**src/rtl/scb_pkg.sv**
```systemverilog
// ----------------------------------------------------------------------------
// scb_pkg: shared types, constants and table builder
// Holds the angle reduction constants, the inter-stage struct and the
// elaboration-time builder for the first-quadrant sine and cosine table.
// ----------------------------------------------------------------------------
package scb_pkg;

  localparam int MOD_BASE    = 360;
  localparam int QUAD_SPAN   = 90;
  localparam int OFFSET_BIAS = 33120;
  localparam int RECIP       = 93207;
  localparam int RECIP_SHIFT = 25;
  localparam int TABLE_DEPTH = 90;
  localparam int OUT_ONE     = 16384;
  localparam int HALF_ROOT2  = 11585;

  localparam logic [1:0] QUAD_0 = 2'd0;
  localparam logic [1:0] QUAD_1 = 2'd1;
  localparam logic [1:0] QUAD_2 = 2'd2;
  localparam logic [1:0] QUAD_3 = 2'd3;

  typedef struct packed {
    logic       valid;
    logic [1:0] quad;
    logic [6:0] off;
  } red_t;

  function automatic logic [63:0] isqrt(input logic [63:0] v_in);
    logic [63:0] v;
    logic [63:0] root;
    logic [63:0] bitv;
    v    = v_in;
    root = 64'd0;
    bitv = 64'd1 << 62;
    for (int i = 0; i < 32; i++) begin
      if (bitv > v) bitv = bitv >> 2;
    end
    for (int i = 0; i < 32; i++) begin
      if (bitv != 64'd0) begin
        if (v >= root + bitv) begin
          v    = v - (root + bitv);
          root = (root >> 1) + bitv;
        end else begin
          root = root >> 1;
        end
        bitv = bitv >> 2;
      end
    end
    return root;
  endfunction

  function automatic longint scaled_div(input longint s, input logic [63:0] n,
                                        input int fbits);
    logic [63:0] mag;
    logic [63:0] num;
    logic [64:0] rem;
    logic [63:0] q;
    mag = (s < 0) ? 64'(-s) : 64'(s);
    num = (mag << fbits) + (n >> 1);
    rem = 65'd0;
    q   = 64'd0;
    for (int i = 63; i >= 0; i--) begin
      rem = {rem[63:0], num[i]};
      if (rem >= {1'b0, n}) begin
        rem  = rem - {1'b0, n};
        q[i] = 1'b1;
      end
    end
    return (s < 0) ? -longint'(q) : longint'(q);
  endfunction

  function automatic logic [15:0] to_q14(input longint v, input int fbits);
    logic [63:0] mag;
    mag = (v < 0) ? 64'(-v) : 64'(v);
    if (fbits > 14) mag = (mag + (64'd1 << (fbits - 15))) >> (fbits - 14);
    else mag = mag << (14 - fbits);
    if (mag > 64'(OUT_ONE)) mag = 64'(OUT_ONE);
    return mag[15:0];
  endfunction

  // Entry packs cosine in the upper half and sine in the lower half.
  function automatic logic [31:0] entry(input int off, input int iters,
                                        input int fbits);
    longint one;
    longint x0, y0, x1, y1, xc, yc, sx, sy;
    longint target, centre, step;
    logic [63:0] n;
    logic done;
    one = longint'(1) << fbits;
    if (off == 0) return {16'(OUT_ONE), 16'd0};
    if (off == 45) return {16'(HALF_ROOT2), 16'(HALF_ROOT2)};
    x0 = one; y0 = 0; x1 = 0; y1 = one; xc = 0; yc = 0;
    target = longint'(off) << 32;
    centre = longint'(45) << 32;
    step   = longint'(45) << 31;
    done   = 1'b0;
    for (int i = 0; i < iters; i++) begin
      if (target == centre) done = 1'b1;
      if (!done) begin
        sx = x0 + x1;
        sy = y0 + y1;
        n  = isqrt(64'(sx * sx) + 64'(sy * sy));
        if (n == 64'd0) n = 64'd1;
        xc = scaled_div(sx, n, fbits);
        yc = scaled_div(sy, n, fbits);
        if (target > centre) begin
          x0 = xc; y0 = yc; centre = centre + step;
        end else begin
          x1 = xc; y1 = yc; centre = centre - step;
        end
        step = step >>> 1;
      end
    end
    return {to_q14(xc, fbits), to_q14(yc, fbits)};
  endfunction

  function automatic logic [TABLE_DEPTH*32-1:0] build_table(input int iters,
                                                            input int fbits);
    logic [TABLE_DEPTH*32-1:0] t;
    t = '0;
    for (int k = 0; k < TABLE_DEPTH; k++) t[k*32 +: 32] = entry(k, iters, fbits);
    return t;
  endfunction

endpackage

```
**src/rtl/scb_reduce.sv**
```systemverilog
// ----------------------------------------------------------------------------
// scb_reduce: angle reduction pipeline
// Three stages: bias and reciprocal multiply, remainder, quadrant split.
// ----------------------------------------------------------------------------
module scb_reduce (
  input  logic               clk,
  input  logic               rst,
  input  logic               advance,
  input  logic               in_valid,
  input  logic signed [15:0] angle_deg,
  output scb_pkg::red_t      red
);

  logic        v1, v2;
  logic [16:0] u1;
  logic [32:0] prod1;
  logic [8:0]  r2;
  logic [7:0]  q_est;
  logic [16:0] q_scaled;
  logic [16:0] u_next;
  logic        red_valid;
  logic [1:0]  red_quad;
  logic [6:0]  red_off;

  assign u_next   = 17'($signed({angle_deg[15], angle_deg}) + 17'(scb_pkg::OFFSET_BIAS));
  assign q_est    = prod1[scb_pkg::RECIP_SHIFT +: 8];
  assign q_scaled = 17'(q_est) * 17'(scb_pkg::MOD_BASE);
  assign red      = '{valid: red_valid, quad: red_quad, off: red_off};

  always_ff @(posedge clk) begin
    if (rst) begin
      v1 <= 1'b0;
      v2 <= 1'b0;
      red_valid <= 1'b0;
    end else if (advance) begin
      v1 <= in_valid;
      v2 <= v1;
      red_valid <= v2;
    end
  end

  always_ff @(posedge clk) begin
    if (advance) begin
      u1    <= u_next;
      prod1 <= 33'(u_next) * 33'(scb_pkg::RECIP);
      r2    <= 9'(u1 - q_scaled);
      if (r2 >= 9'(3 * scb_pkg::QUAD_SPAN)) begin
        red_quad <= scb_pkg::QUAD_3;
        red_off  <= 7'(r2 - 9'(3 * scb_pkg::QUAD_SPAN));
      end else if (r2 >= 9'(2 * scb_pkg::QUAD_SPAN)) begin
        red_quad <= scb_pkg::QUAD_2;
        red_off  <= 7'(r2 - 9'(2 * scb_pkg::QUAD_SPAN));
      end else if (r2 >= 9'(scb_pkg::QUAD_SPAN)) begin
        red_quad <= scb_pkg::QUAD_1;
        red_off  <= 7'(r2 - 9'(scb_pkg::QUAD_SPAN));
      end else begin
        red_quad <= scb_pkg::QUAD_0;
        red_off  <= 7'(r2);
      end
    end
  end

endmodule

```
**config.mk**
```make
export PLATFORM = sky130hd
export DESIGN_NAME = scb_reduce
export DESIGN_NICKNAME = d
export VERILOG_FILES = /design/src/rtl/scb_pkg.sv /design/src/rtl/scb_reduce.sv
export SDC_FILE = /design/constraint.sdc
export NUM_CORES = 1
export LEC_CHECK = 0
export CORE_ASPECT_RATIO = 0.8
export CORE_MARGIN = 3
export CORE_UTILIZATION = 50
export DETAILED_ROUTE_END_ITERATION = 6
export DONT_BUFFER_PORTS = 1
export PLACE_DENSITY = 0.63
export SLEW_MARGIN = 10
export SYNTH_ARGS = -nofsm -noshare
export SYNTH_HDL_FRONTEND = slang
export SYNTH_SLANG_ARGS = --single-unit
```
**constraint.sdc**
```tcl
create_clock -name clk -period 8.9 [get_ports clk]
set_clock_uncertainty 0.05 [all_clocks]
set_input_delay 0.89 -clock clk [delete_from_list [all_inputs] [get_ports clk]]
set_output_delay 0.89 -clock clk [all_outputs]
set_load 0.01 [all_outputs]
```
# Word level (Yosys, flattened, before mapping)
# Index checks and enable logic that the tools add are counted.
dict set report word_totals {
  regBits 63
  word_cells 25
  output_inout_bits 10
  inputBits 20
}
dict set report op_classes {
  n_lt_le_gt_ge 3
  mux 5
  reduce_logical 1
  add_sub_neg 5
  multipliers 2
}
# cell count
set op_table {}
lappend op_table {{$mul A17 B17 Y33 const B} 1}
lappend op_table {{$mux W7} 3}
lappend op_table {{$add A16 B17 Y17 const B} 1}
lappend op_table {{$ge A9 B7 Y1 const B} 1}
lappend op_table {{$ge A9 B8 Y1 const B} 1}
lappend op_table {{$ge A9 B9 Y1 const B} 1}
lappend op_table {{$sub A9 B9 Y9} 1}
lappend op_table {{$mul A8 B6 Y6 const B} 1}
lappend op_table {{$sub A7 B4 Y7 const B} 1}
lappend op_table {{$sub A7 B6 Y7 const B} 1}
lappend op_table {{$sub A7 B7 Y7 const B} 1}
lappend op_table {{$mux W1} 2}
lappend op_table {{$reduce_or A2 Y1} 1}

# Depth between registers and ports, before layout
# Gate-level depths: netlist (run 1).
dict set report logic_depth {
  word_depth 4
  ltp_mapped 24
  mapped_depth_nobuf 24
}

# Worst setup path after synthesis (run 1)
# No wires, ideal clock.
dict set report synth_timing {
  path_kind {input to register}
  start {in angle_deg[5]}
  end {reg prod1[27] (data pin)}
  path_buffers 0
  path_slack_ns 2.720
  path_stages 22
  arrival_time_ns 5.873
  required_ns 8.592
  cell_sequence {inv_1 > ha_1 > inv_1 > a21oi_1 > xnor2_1 > ha_1 > xnor2_1 > fa_1 > inv_1 > fa_1 > fa_1 > inv_1 > fa_1 > inv_1 > ha_1 > nand3_1 > nor2_2 > nand3_1 > nor4b_1 > o21ai_0 > nor2b_1 > xnor2_1}
}
dict set report synth_via {
  elab_chain_cells 2
}
# element line
set synth_lines {}
lappend synth_lines {{start: declaration} scb_reduce.sv:10} ;# input logic signed [15:0] angle_deg,
lappend synth_lines {{$add A16 B17 Y17} scb_reduce.sv:25} ;# assign u_next = 17'($signed({angle_deg[15], angle_deg}) + 17'(scb_pkg::OFFSET_BIAS));
lappend synth_lines {{$mul A17 B17 Y33} scb_reduce.sv:45} ;# prod1 <= 33'(u_next) * 33'(scb_pkg::RECIP);
lappend synth_lines {{end signal: assignment} scb_reduce.sv:45}
lappend synth_lines {{end: declaration} scb_reduce.sv:16} ;# logic [32:0] prod1;
# Every way passes these cells.
# A chain may end at the register's enable or synchronous reset.

# Worst setup path after layout (run 1)
dict set report layout_timing {
  start {in angle_deg[5]}
  end {reg prod1[27] (data pin)}
}
dict set report layout_via {
  elab_chain_cells 2
}
# element line
set layout_lines {}
lappend layout_lines {{$add A16 B17 Y17} scb_reduce.sv:25}
lappend layout_lines {{named net u_next[8]} scb_reduce.sv:20} ;# logic [16:0] u_next;
lappend layout_lines {{$mul A17 B17 Y33} scb_reduce.sv:45}
# The timed path passes the listed nets, and every way through them passes these cells.

==> results.md, run 1 <==
- In this run the worst path has a maximum fanout of 6.
- The run finished with clean final reports.
- The fmax is 151 MHz.
- The netlist uses 52 different library cells.
- The sort of element at the end of the critical path is a flip-flop.
- The final count of negative-setup-slack endpoints is 0.
- The worst setup path is launched from an input pin.
- The count of flip-flops with a built-in enable after synthesis is 33.
- The net count after synthesis is 934.
- The post-detailed-route count of antenna-violating nets is 0.
- The count of standard-cell rows is 37.
- At the worst endpoint, the required time is 8.89 ns.
- The transition time at the pin with the least slew margin is 0.932 ns.
- The min-delay analysis places its worst path in the category flip-flop to flip-flop.
- The core occupancy in the finished layout is 0.542.
- Dividing the synthesized area by the synthesized cell count gives 9.53 sq um.
- After detailed routing, the number of remaining DRC violations is 0.
- In this run the deepest clock path goes through 2 buffers.
- The initial antenna violation count is 0.
- The critical path class is input pin to flip-flop.
- The design area is 7020 sq um.
- Clock latency on the worst-skew pair, taken at its later pin, is 0.28 ns.
- Of the cells placed in the final design, the portion with a size suffix greater than 1 is 0.0256.
- Setup repair after global routing left no endpoint under its margin.
- Measured along the x axis, the die boundary spans 135 um.
- The core outline area is 13000 sq um.
- Counting the buffers created by CTS gives 5.
- The area of placed instances is 6880 sq um.
- The initial standard-cell utilization of the core is 0.516.
- The sum of negative setup slack is 0 ns.
- For this design, the CTS-stage hold fixing added 0 buffers.
- The floorplan step set the die height to 109 um.
- The antenna diode count is 0.
- After detailed routing, the total wire length is 15100 um.
- The max capacitance violation total is 0.
- The number of global-route vias before repair is 4866.
- The normalized max-slew margin is 0.374.
- The synthesized design contains 36 register bits.
- The count of buffers inserted at the top-level ports is 0.
- The worst path needs 6.62 ns of the cycle, external delays included.
- The clock transition at the registers of the reported paths is 0.06 ns.
- For this run, the register share of the synthesized area comes to 0.157.
- The number of top-level pins is 30.
- The clock net in this run drives a total of 36 sinks.
- The dominant register cell in the synthesized netlist is edfxtp_1.
- Leaving out fill and tap cells, the most frequent cells in the layout are inv_1 (185), ha_1 (142), fa_1 (70).
- After clock tree synthesis, the setup repair step added 0 buffers.
- Counting flops with an async set or reset pin after synthesis yields a share of 0.
- The hold violation total from the final report is 0.
- Leaving out fill and tap cells, the most frequent cell in the layout is inv_1.
- Relative to the synthesized area, the layout overhead comes to 5.01%.
- The via count is 4610.
- The wire length per cell after detailed routing is 17.2 um.
- The clock tree from TritonCTS is done.
- Dividing the final minimum period by the clock period gives 0.744.
- The overflow left after global routing is 0.
- The H-tree was split into 2 levels.
- For this run, the total global-route usage over all layers was measured as 0.216.
- Dividing the detail-routed via count by the number of cells gives 5.25.
- The number of design-rule violations left by the first detailed-router iteration is 222.
- The number of iterations in the first detailed-routing pass is 6.
- The area of the mapped netlist is 6690 sq um.
- The largest net degree at the start of global routing is 37.
- The CTS root buffer is clkbuf_16.
- The wire length of the first global-routing pass is 24800 um.
- The number of pins exceeding their max-slew limit in the final report is 0.
- After filler insertion, the fill cell instance count of the layout stands at 1178.
- The gate count after technology mapping is 702.
- Routability-driven placement finished with a final weighted congestion of 0.948.
- The data arrival time at the worst-slack endpoint is 6.61 ns.
- Once detailed placement completed, the half-perimeter wirelength came to 13400 um.
- The yosys synthesis warning count is 0.
- In this run, post-CTS repair resized a total of 0 instances.
- The net total in the final layout is 934.
- The die footprint is 14800 sq um.
logic make-up after synthesis:
kind of cell,after synthesis,share of synthesized area
fa+ha+maj,212,0.475
buf+inv,193,0.109
flops,36,0.157
simple gates,104,0.0767
compound gates,85,0.0859
mux,8,0.0122
xor+xnor,64,0.0838
layer usage:
metal	share of wire	up-vias	GRT usage
met4	0.017	0	0.0525
met2	0.45	94	0.346
met3	0.049	16	0.0407
li1	-	2260	-
met1	0.49	2240	0.305
met5	0	-	0
through the flow:
stage | hold WS [ns] | instances | setup WS [ns]
2_1_floorplan | 0.350 | 702 | 2.72
3_3_place_gp | 0.353 | 870 | 2.07
3_5_place_dp | 0.369 | 870 | 2.02
4_1_cts | 0.376 | 878 | 2.31
5_1_grt | 0.390 | 878 | 1.82
6_report | 0.370 | 878 | 2.28
cell usage after synthesis, drive strengths merged, types with 10 or more instances:
master / instances / area share
inv: 185 / 0.10
ha: 142 / 0.27
fa: 70 / 0.21
xnor2: 43 / 0.056
edfxtp: 33 / 0.15
nand2: 30 / 0.017
a21oi: 28 / 0.021
nor2: 25 / 0.014
xor2: 21 / 0.028
o21ai: 17 / 0.014
a21o: 15 / 0.017
nand2b: 10 / 0.0094
final timing paths:
| check | slack [ns] | start | end | cells after the start |
|---|---|---|---|---|
| worst max-delay path | 2.28 | angle_deg[5] | prod1[27] | 19 |
| worst min-delay path | 0.37 | u1[0] | r2[0] | 0 |
| worst max register to register | 6.13 | prod1[27] | r2[8] | 10 |
| worst min register to register | 0.37 | u1[0] | r2[0] | 0 |
area by class of cell:
type,instances,area [sq um],area share
Clock inverter,3,18.8,0.00267
Inverter,185,694,0.0989
Clock buffer,5,125,0.0178
Timing Repair Buffer,1,7.51,0.00107
Tap cell,175,219,0.0312
Multi-Input combinational cell,473,4910,0.699
Sequential cell,36,1050,0.150
state kept, by name, summed over array words and instances, names as in the netlist:
| name | cells |
|---|---|
| red_quad | 2 |
| prod1 | 6 |
| r2 | 9 |
| v2 | 1 |
| u1 | 9 |
| red_off | 7 |
| v1 | 1 |
| red_valid | 1 |
critical path, stage by stage:
cell and delay [ns]:
o21a_1 0.22, xnor2_1 0.58, ha_1 0.35, inv_1 0.09, fa_1 0.54, fa_1 0.55
inv_1 0.06, fa_1 0.51, fa_1 0.56, inv_1 0.06, fa_1 0.54, inv_1 0.04
ha_1 0.33, and3_1 0.29, nand3_1 0.10, nor4b_1 0.41, o21ai_0 0.18, nor2b_1 0.17
xnor2_1 0.11
Power of run 1 is left out: the tool's default activity adds up to more than one toggle a clock period on the data nets, which glitch-free logic cannot reach.
==> inputs of run 2 (changes only) <==
==> constraint.sdc (replaced) <==
create_clock -name clk -period 6.4 [get_ports clk]
set_clock_uncertainty 0.05 [all_clocks]
set_input_delay 0.64 -clock clk [delete_from_list [all_inputs] [get_ports clk]]
set_output_delay 0.64 -clock clk [all_outputs]
set_load 0.01 [all_outputs]
==> run 2 against run 1 <==
Compared with the run above: register-to-register slack lost 2.5 ns; global-route usage shrank 1.1 points; design area grew 1.4%; largest cell class unchanged.
==> results.md, run 2 (synthesis gave the netlist of run 1 again) <==
- STA classifies the critical path startpoint as an input pin.
- The H-tree depth was 2 (unchanged).
- The floorplan die height is 109 um (unchanged).
- The max capacitance violation total is 0 (unchanged).
- The overflow left after global routing was 0 (unchanged).
- The net total in the final layout is 944 (+1.1%).
- Setup repair after global routing left no endpoint under its margin.
- The count of buffers inserted at the top-level ports is 0 (unchanged).
- The post-detailed-route count of antenna-violating nets came to 0 (unchanged).
- The fraction of layout cells with a size suffix above 1 came to 0.0379 (+0.0123).
- The post-detailed-placement half-perimeter wirelength is 13000 um (-3.0%).
- The largest net degree at the start of global routing came to 37 (unchanged).
- The minimum clock period after layout is 5.96 ns.
- The initial standard-cell utilization of the core is 0.516 (unchanged).
- The wire length of the first global-routing pass was 23900 um (-3.3%).
- The routability congestion estimate from global placement is 0.916 (-3.4%).
- The area used by multi-input combinational logic came to 4910 sq um (unchanged).
- The data arrival time at the worst-slack endpoint is 5.93 ns (-0.68 ns).
- The die footprint is 14800 sq um (unchanged).
- The number of hold-repair buffers added at the cts stage is 0 (unchanged).
- The core outline area is 13000 sq um (unchanged).
- The number of iterations in the first detailed-routing pass is 7 (+1).
- Clock tree synthesis selected as its root buffer the cell clkbuf_16.
- The count of standard-cell rows was 37 (unchanged).
- The fraction of the cycle the final worst path needs is 0.931.
- The worst register-to-register path ends at r2[8].
- The critical path capture point is prod1[27].
- The flow ran to the end, and the final reports show no timing, DRC or antenna violations.
- The number of vias per cell came to 5.16 (-1.7%).
- The total number of clock tree sinks is 36 (unchanged).
- The number of pins exceeding their max-slew limit in the final report was 0 (unchanged).
- The worst setup path is captured at a flip-flop.
- The initial antenna violation count is 0 (unchanged).
- The antenna diode count is 0 (unchanged).
- The number of post-CTS setup repair buffers was 0 (unchanged).
- The number of placed instances with taps included came to 880 (+1.1%).
- The deepest clock path buffer count is 2 (unchanged).
- The hold violation total from the final report is 0 (unchanged).
- The number of global-route vias before repair is 4737 (-2.7%).
- The final count of negative-setup-slack endpoints is 0 (unchanged).
- The transition time at the pin with the least slew margin came to 0.638 ns (-0.295 ns).
- The critical path in this run is classified as input pin to flip-flop.
- The number of top-level pins is 30 (unchanged).
- The flop-to-flop setup slack is 3.63 ns (-2.50 ns).
- Static timing analysis puts the maximum clock frequency at 168 MHz.
- The count of cells along the worst register-to-register path was 10 (unchanged).
- The number of design-rule violations left by the first detailed-router iteration is 272 (+23%).
- The min-delay analysis places its worst path in the category flip-flop to flip-flop.
- The most critical setup path has its startpoint at angle_deg[5].
- The clock latency reported for the late side of the worst-skew pair was 0.27 ns (about the same).
- Compared with the post-synthesis result, the final layout area differs by 6.44%.
- TritonCTS built the clock tree.
- The count of filler cells inserted in the layout is 1159 (-1.6%).
- The sum of negative setup slack was 0 ns (unchanged).
- The area of placed instances was 6950 sq um (+1.1%).
- The wire length per cell after detailed routing is 16.2 um (-5.8%).
- The width of the chip is 135 um (unchanged).
- The startpoint of the worst-slack reg-to-reg timing path is prod1[27].
- The number of DRC violations after detailed routing was 0 (unchanged).
- The clock transition at the registers of the reported paths is 0.06 ns (about the same).
- The highest fanout seen on the critical path is 7 (+1).
- The via count is 4584 (-0.56%).
- Leaving out fill and tap cells, the most frequent cells in the layout are inv_1 (185), ha_1 (142), fa_1 (70).
- The normalized max-slew margin was 0.572 (+0.198).
- The most common cell after layout, fill and taps aside is inv_1.
- The design area came to 7120 sq um (+1.4%).
- The core occupancy in the finished layout is 0.549 (+0.00734).
- The overall track demand over capacity in global routing came to 0.205 (-0.0112).
- The number of standard cells in the final layout excluding fillers came to 888 (+1.1%).
- The area taken by flip-flops and latches is 1050 sq um (unchanged).
- The largest registers in the layout are r2 (9), u1 (9), red_off (7).
- In this run the most critical hold path is launched from u1[1].
- The total CTS buffers is 5 (unchanged).
- The endpoint required time on the critical path was 6.37 ns (-2.52 ns).
- The post-detailed-routing wire length is 14400 um (-4.7%).
- The count of instances resized after the clock tree is built is 0 (unchanged).
[run 2: cell count changes in the layout (fill, tap and decap cells not counted), sizes merged]
cell,change
bufinv,+1
clkbuf,+1
buf,+10
clkinv,-2
[run 2: worst min path at each step]
stage / endpoint / slack, ns / cells after the start
global route: red_valid / 0.38 / 1
detailed placement: r2[1] / 0.35 / 0
finish: r2[1] / 0.37 / 0
floorplan: r2[0] / 0.35 / 0
global placement: r2[2] / 0.35 / 0
CTS: r2[1] / 0.37 / 0
[run 2: per-stage QoR]
stage               setup slack [ns]  hold slack (ns)
floorplan                      0.470            0.350
global placement               0.338            0.353
detailed placement             0.186            0.355
CTS                            0.448            0.368
global route                   0.147            0.378
finish                         0.443            0.369
[run 2: layout make-up]
class / count / area share
multi-input cells: 473 / 0.689
flip-flops and latches: 36 / 0.148
inverters: 185 / 0.0976
well taps: 175 / 0.0308
clock buffers: 6 / 0.0181
repair buffers: 11 / 0.0116
clock inverters: 2 / 0.00492
[run 2: worst max-delay path: stages]
cell and delay (ns):
inv_1 0.03, ha_1 0.33, inv_1 0.22, ha_1 0.33, ha_1 0.34, xnor2_1 0.16, fa_1 0.55, inv_1 0.06
fa_1 0.50, fa_1 0.54, inv_1 0.05, fa_1 0.53, inv_1 0.04, ha_1 0.29, nand3_1 0.09, nor2_2 0.23
nand3_1 0.12, nor4b_1 0.41, o21ai_0 0.20, nor2b_1 0.17, xnor2_1 0.11
[run 2: routing by layer]
metal / up-vias / track usage / routed length (um)
li1: 2276 / - / -
met1: 2185 / 0.300 / 6930
met2: 108 / 0.331 / 6560
met3: 15 / 0.0261 / 661
met5: - / 0 / 0
met4: 0 / 0.0396 / 226
Power of run 2 is left out for the same reason.
==> inputs of run 3 (changes only) <==
==> constraint.sdc (replaced) <==
create_clock -name clk -period 5.9 [get_ports clk]
set_clock_uncertainty 0.05 [all_clocks]
set_input_delay 0.59 -clock clk [delete_from_list [all_inputs] [get_ports clk]]
set_output_delay 0.59 -clock clk [all_outputs]
set_load 0.01 [all_outputs]
==> run 3 against run 2 <==
Compared with the run above: critical endpoint is now prod1[30]; flip-flop and latch count unchanged; largest cell class unchanged; non-clock buffer count increased by 23; final cell count increased by 2.6%; design area increased by 2.9%; routed wire length rose by 0.68%; utilization rose by 1.6 points; hold slack got worse by 0.045 ns; worst setup slack got worse by 0.17 ns; register-to-register slack worse by 0.57 ns; global-route usage is 0.48 points higher; die area unchanged.
==> results.md, run 3 (synthesis gave the netlist of run 1 again) <==
- The post-detailed-route count of antenna-violating nets came to 0 (unchanged).
- The wire length per cell after detailed routing came to 15.9 um (-1.9%).
- The library cell used most frequently in the layout, excluding fill and tap cells, is inv_1.
- The number of design-rule violations left by the first detailed-router iteration came to 254 (-6.6%).
- The total number of clock tree sinks is 36 (unchanged).
- The core occupancy in the finished layout is 0.565 (+0.0158).
- The post-place setup slack is -0.189 ns (-0.375 ns).
- The normalized max-slew margin is 0.638 (+0.0659).
- The via count is 4634 (+1.1%).
- The die footprint is 14800 sq um (unchanged).
- Setup repair after global routing left no endpoint under its margin.
- The final count of negative-setup-slack endpoints is 0 (unchanged).
- The endpoint required time on the critical path is 5.87 ns (-0.50 ns).
- The wire length on met3 is 623 um (-5.7%).
- The clock latency reported for the late side of the worst-skew pair is 0.28 ns (about the same).
- The overall track demand over capacity in global routing was 0.210 (+0.00479).
- The sum of negative setup slack is 0 ns (unchanged).
- The critical path class is input pin to flip-flop.
- The fraction of the cycle the final worst path needs is 0.953.
- The total length of routed met2 wires is 6780 um (+3.4%).
- The initial standard-cell utilization of the core is 0.516 (unchanged).
- Clock tree synthesis selected as its root buffer the cell clkbuf_16.
- The minimum clock period after layout is 5.62 ns.
- The hold violation total from the final report is 0 (unchanged).
- The final-layout worst hold slack is 0.324 ns (-0.0445 ns).
- The fmax is 178 MHz.
- The area taken by flip-flops and latches is 1050 sq um (unchanged).
- The worst min-delay path class is input pin to flip-flop.
- The number of DRC violations after detailed routing was 0 (unchanged).
- The number of pins exceeding their max-slew limit in the final report is 0 (unchanged).
- The data arrival time at the worst-slack endpoint was 5.59 ns (-0.34 ns).
- The wire length of the first global-routing pass is 24300 um (+1.7%).
- The routed length on met1 is 6880 um (-0.74%).
- The deepest clock path buffer count was 2 (unchanged).
- The area growth from synthesis to layout is 9.50%.
- The post-detailed-routing wire length came to 14500 um (+0.68%).
- The count of filler cells inserted in the layout is 1173 (+1.2%).
- The routability congestion estimate from global placement was 0.929 (+1.4%).
- In the final layout, the registers with the most flip-flops are r2 (9), u1 (9), red_off (7).
- The post-detailed-placement half-perimeter wirelength was 13000 um (about the same).
- The overflow left after global routing is 0 (unchanged).
- The clock transition at the registers of the reported paths was 0.06 ns (about the same).
- The count of buffers inserted at the top-level ports is 0 (unchanged).
- The run finished with clean final reports.
- The largest net degree at the start of global routing is 37 (unchanged).
- The flop-to-flop setup slack is 3.06 ns (-0.57 ns).
- The top layer reached by signal wires is met4.
- The core outline area was 13000 sq um (unchanged).
- TritonCTS built the clock tree.
- The total CTS buffers was 5 (unchanged).
- The fraction of layout cells with a size suffix above 1 is 0.0774 (+0.0396).
- The width of the chip is 135 um (unchanged).
- The transition time at the pin with the least slew margin is 0.540 ns (-0.0982 ns).
- The number of global-route vias before repair is 4866 (+2.7%).
- The antenna diode count was 0 (unchanged).
- The floorplan die height is 109 um (unchanged).
- The count of standard-cell rows is 37 (unchanged).
- The number of iterations in the first detailed-routing pass is 4 (-3).
- The H-tree depth is 2 (unchanged).
- The initial antenna violation count is 0 (unchanged).
- The area used by multi-input combinational logic is 4960 sq um (+1.1%).
- The number of post-CTS setup repair buffers is 0 (unchanged).
- The number of top-level pins was 30 (unchanged).
- The max capacitance violation total is 0 (unchanged).
- The highest fanout seen on the critical path is 4 (-3).
- The sort of element at the start of the critical path is an input pin.
- The sort of element at the end of the critical path is a flip-flop.
- The net total in the final layout is 967 (+2.4%).
- In the layout the commonest cells are inv_1 (185), ha_1 (142), fa_1 (70).
- The number of vias per cell came to 5.09 (-1.5%).
- The post-layout worst setup margin is 0.277 ns (-0.167 ns).
[run 3: final timing paths]
path / start / end / depth (start not counted)
hold reg to reg: u1[0] / r2[0] / 0
setup / recovery: angle_deg[5] / prod1[30] / 21
setup reg to reg: prod1[27] / r2[8] / 10
hold / removal: rst / v1 / 1
[run 3: metal layers]
metal / global-route usage / vias up
li1: - / 2328
met1: 0.297 / 2204
met2: 0.353 / 88
met3: 0.0229 / 14
met4: 0.0417 / 0
met5: 0 / -
[run 3: timing repair]
| item | in CTS | in global routing |
|---|---|---|
| endpoints found under the setup margin | 0 | 4 |
| hold buffers | 0 | 0 |
| resized for setup | 0 | 11 |
[run 3: stage by stage]
stage               std cells  instance area, sq um
floorplan                 702                  6690
global placement          903                  7130
detailed placement        903                  7130
CTS                       911                  7270
global route              911                  7320
finish                    911                  7320
[run 3: critical path: stages]
cell	delay (ns)
inv_1	0.03
ha_1	0.31
inv_1	0.13
ha_1	0.28
ha_1	0.33
xnor2_1	0.15
fa_1	0.53
inv_1	0.06
fa_1	0.50
fa_1	0.54
inv_1	0.05
fa_1	0.53
inv_1	0.04
ha_1	0.20
a21o_1	0.19
a211o_1	0.31
o211ai_2	0.11
a41oi_4	0.17
o21ai_4	0.21
mux2i_1	0.23
nor4bb_1	0.08
[run 3: final cells by class]
| class | count | area share |
|---|---|---|
| Multi-Input combinational cell | 473 | 0.677 |
| Clock buffer | 5 | 0.0171 |
| Tap cell | 175 | 0.0299 |
| Timing Repair Buffer | 34 | 0.0349 |
| Inverter | 185 | 0.0948 |
| Clock inverter | 3 | 0.00256 |
| Sequential cell | 36 | 0.144 |
Power of run 3 is left out for the same reason.
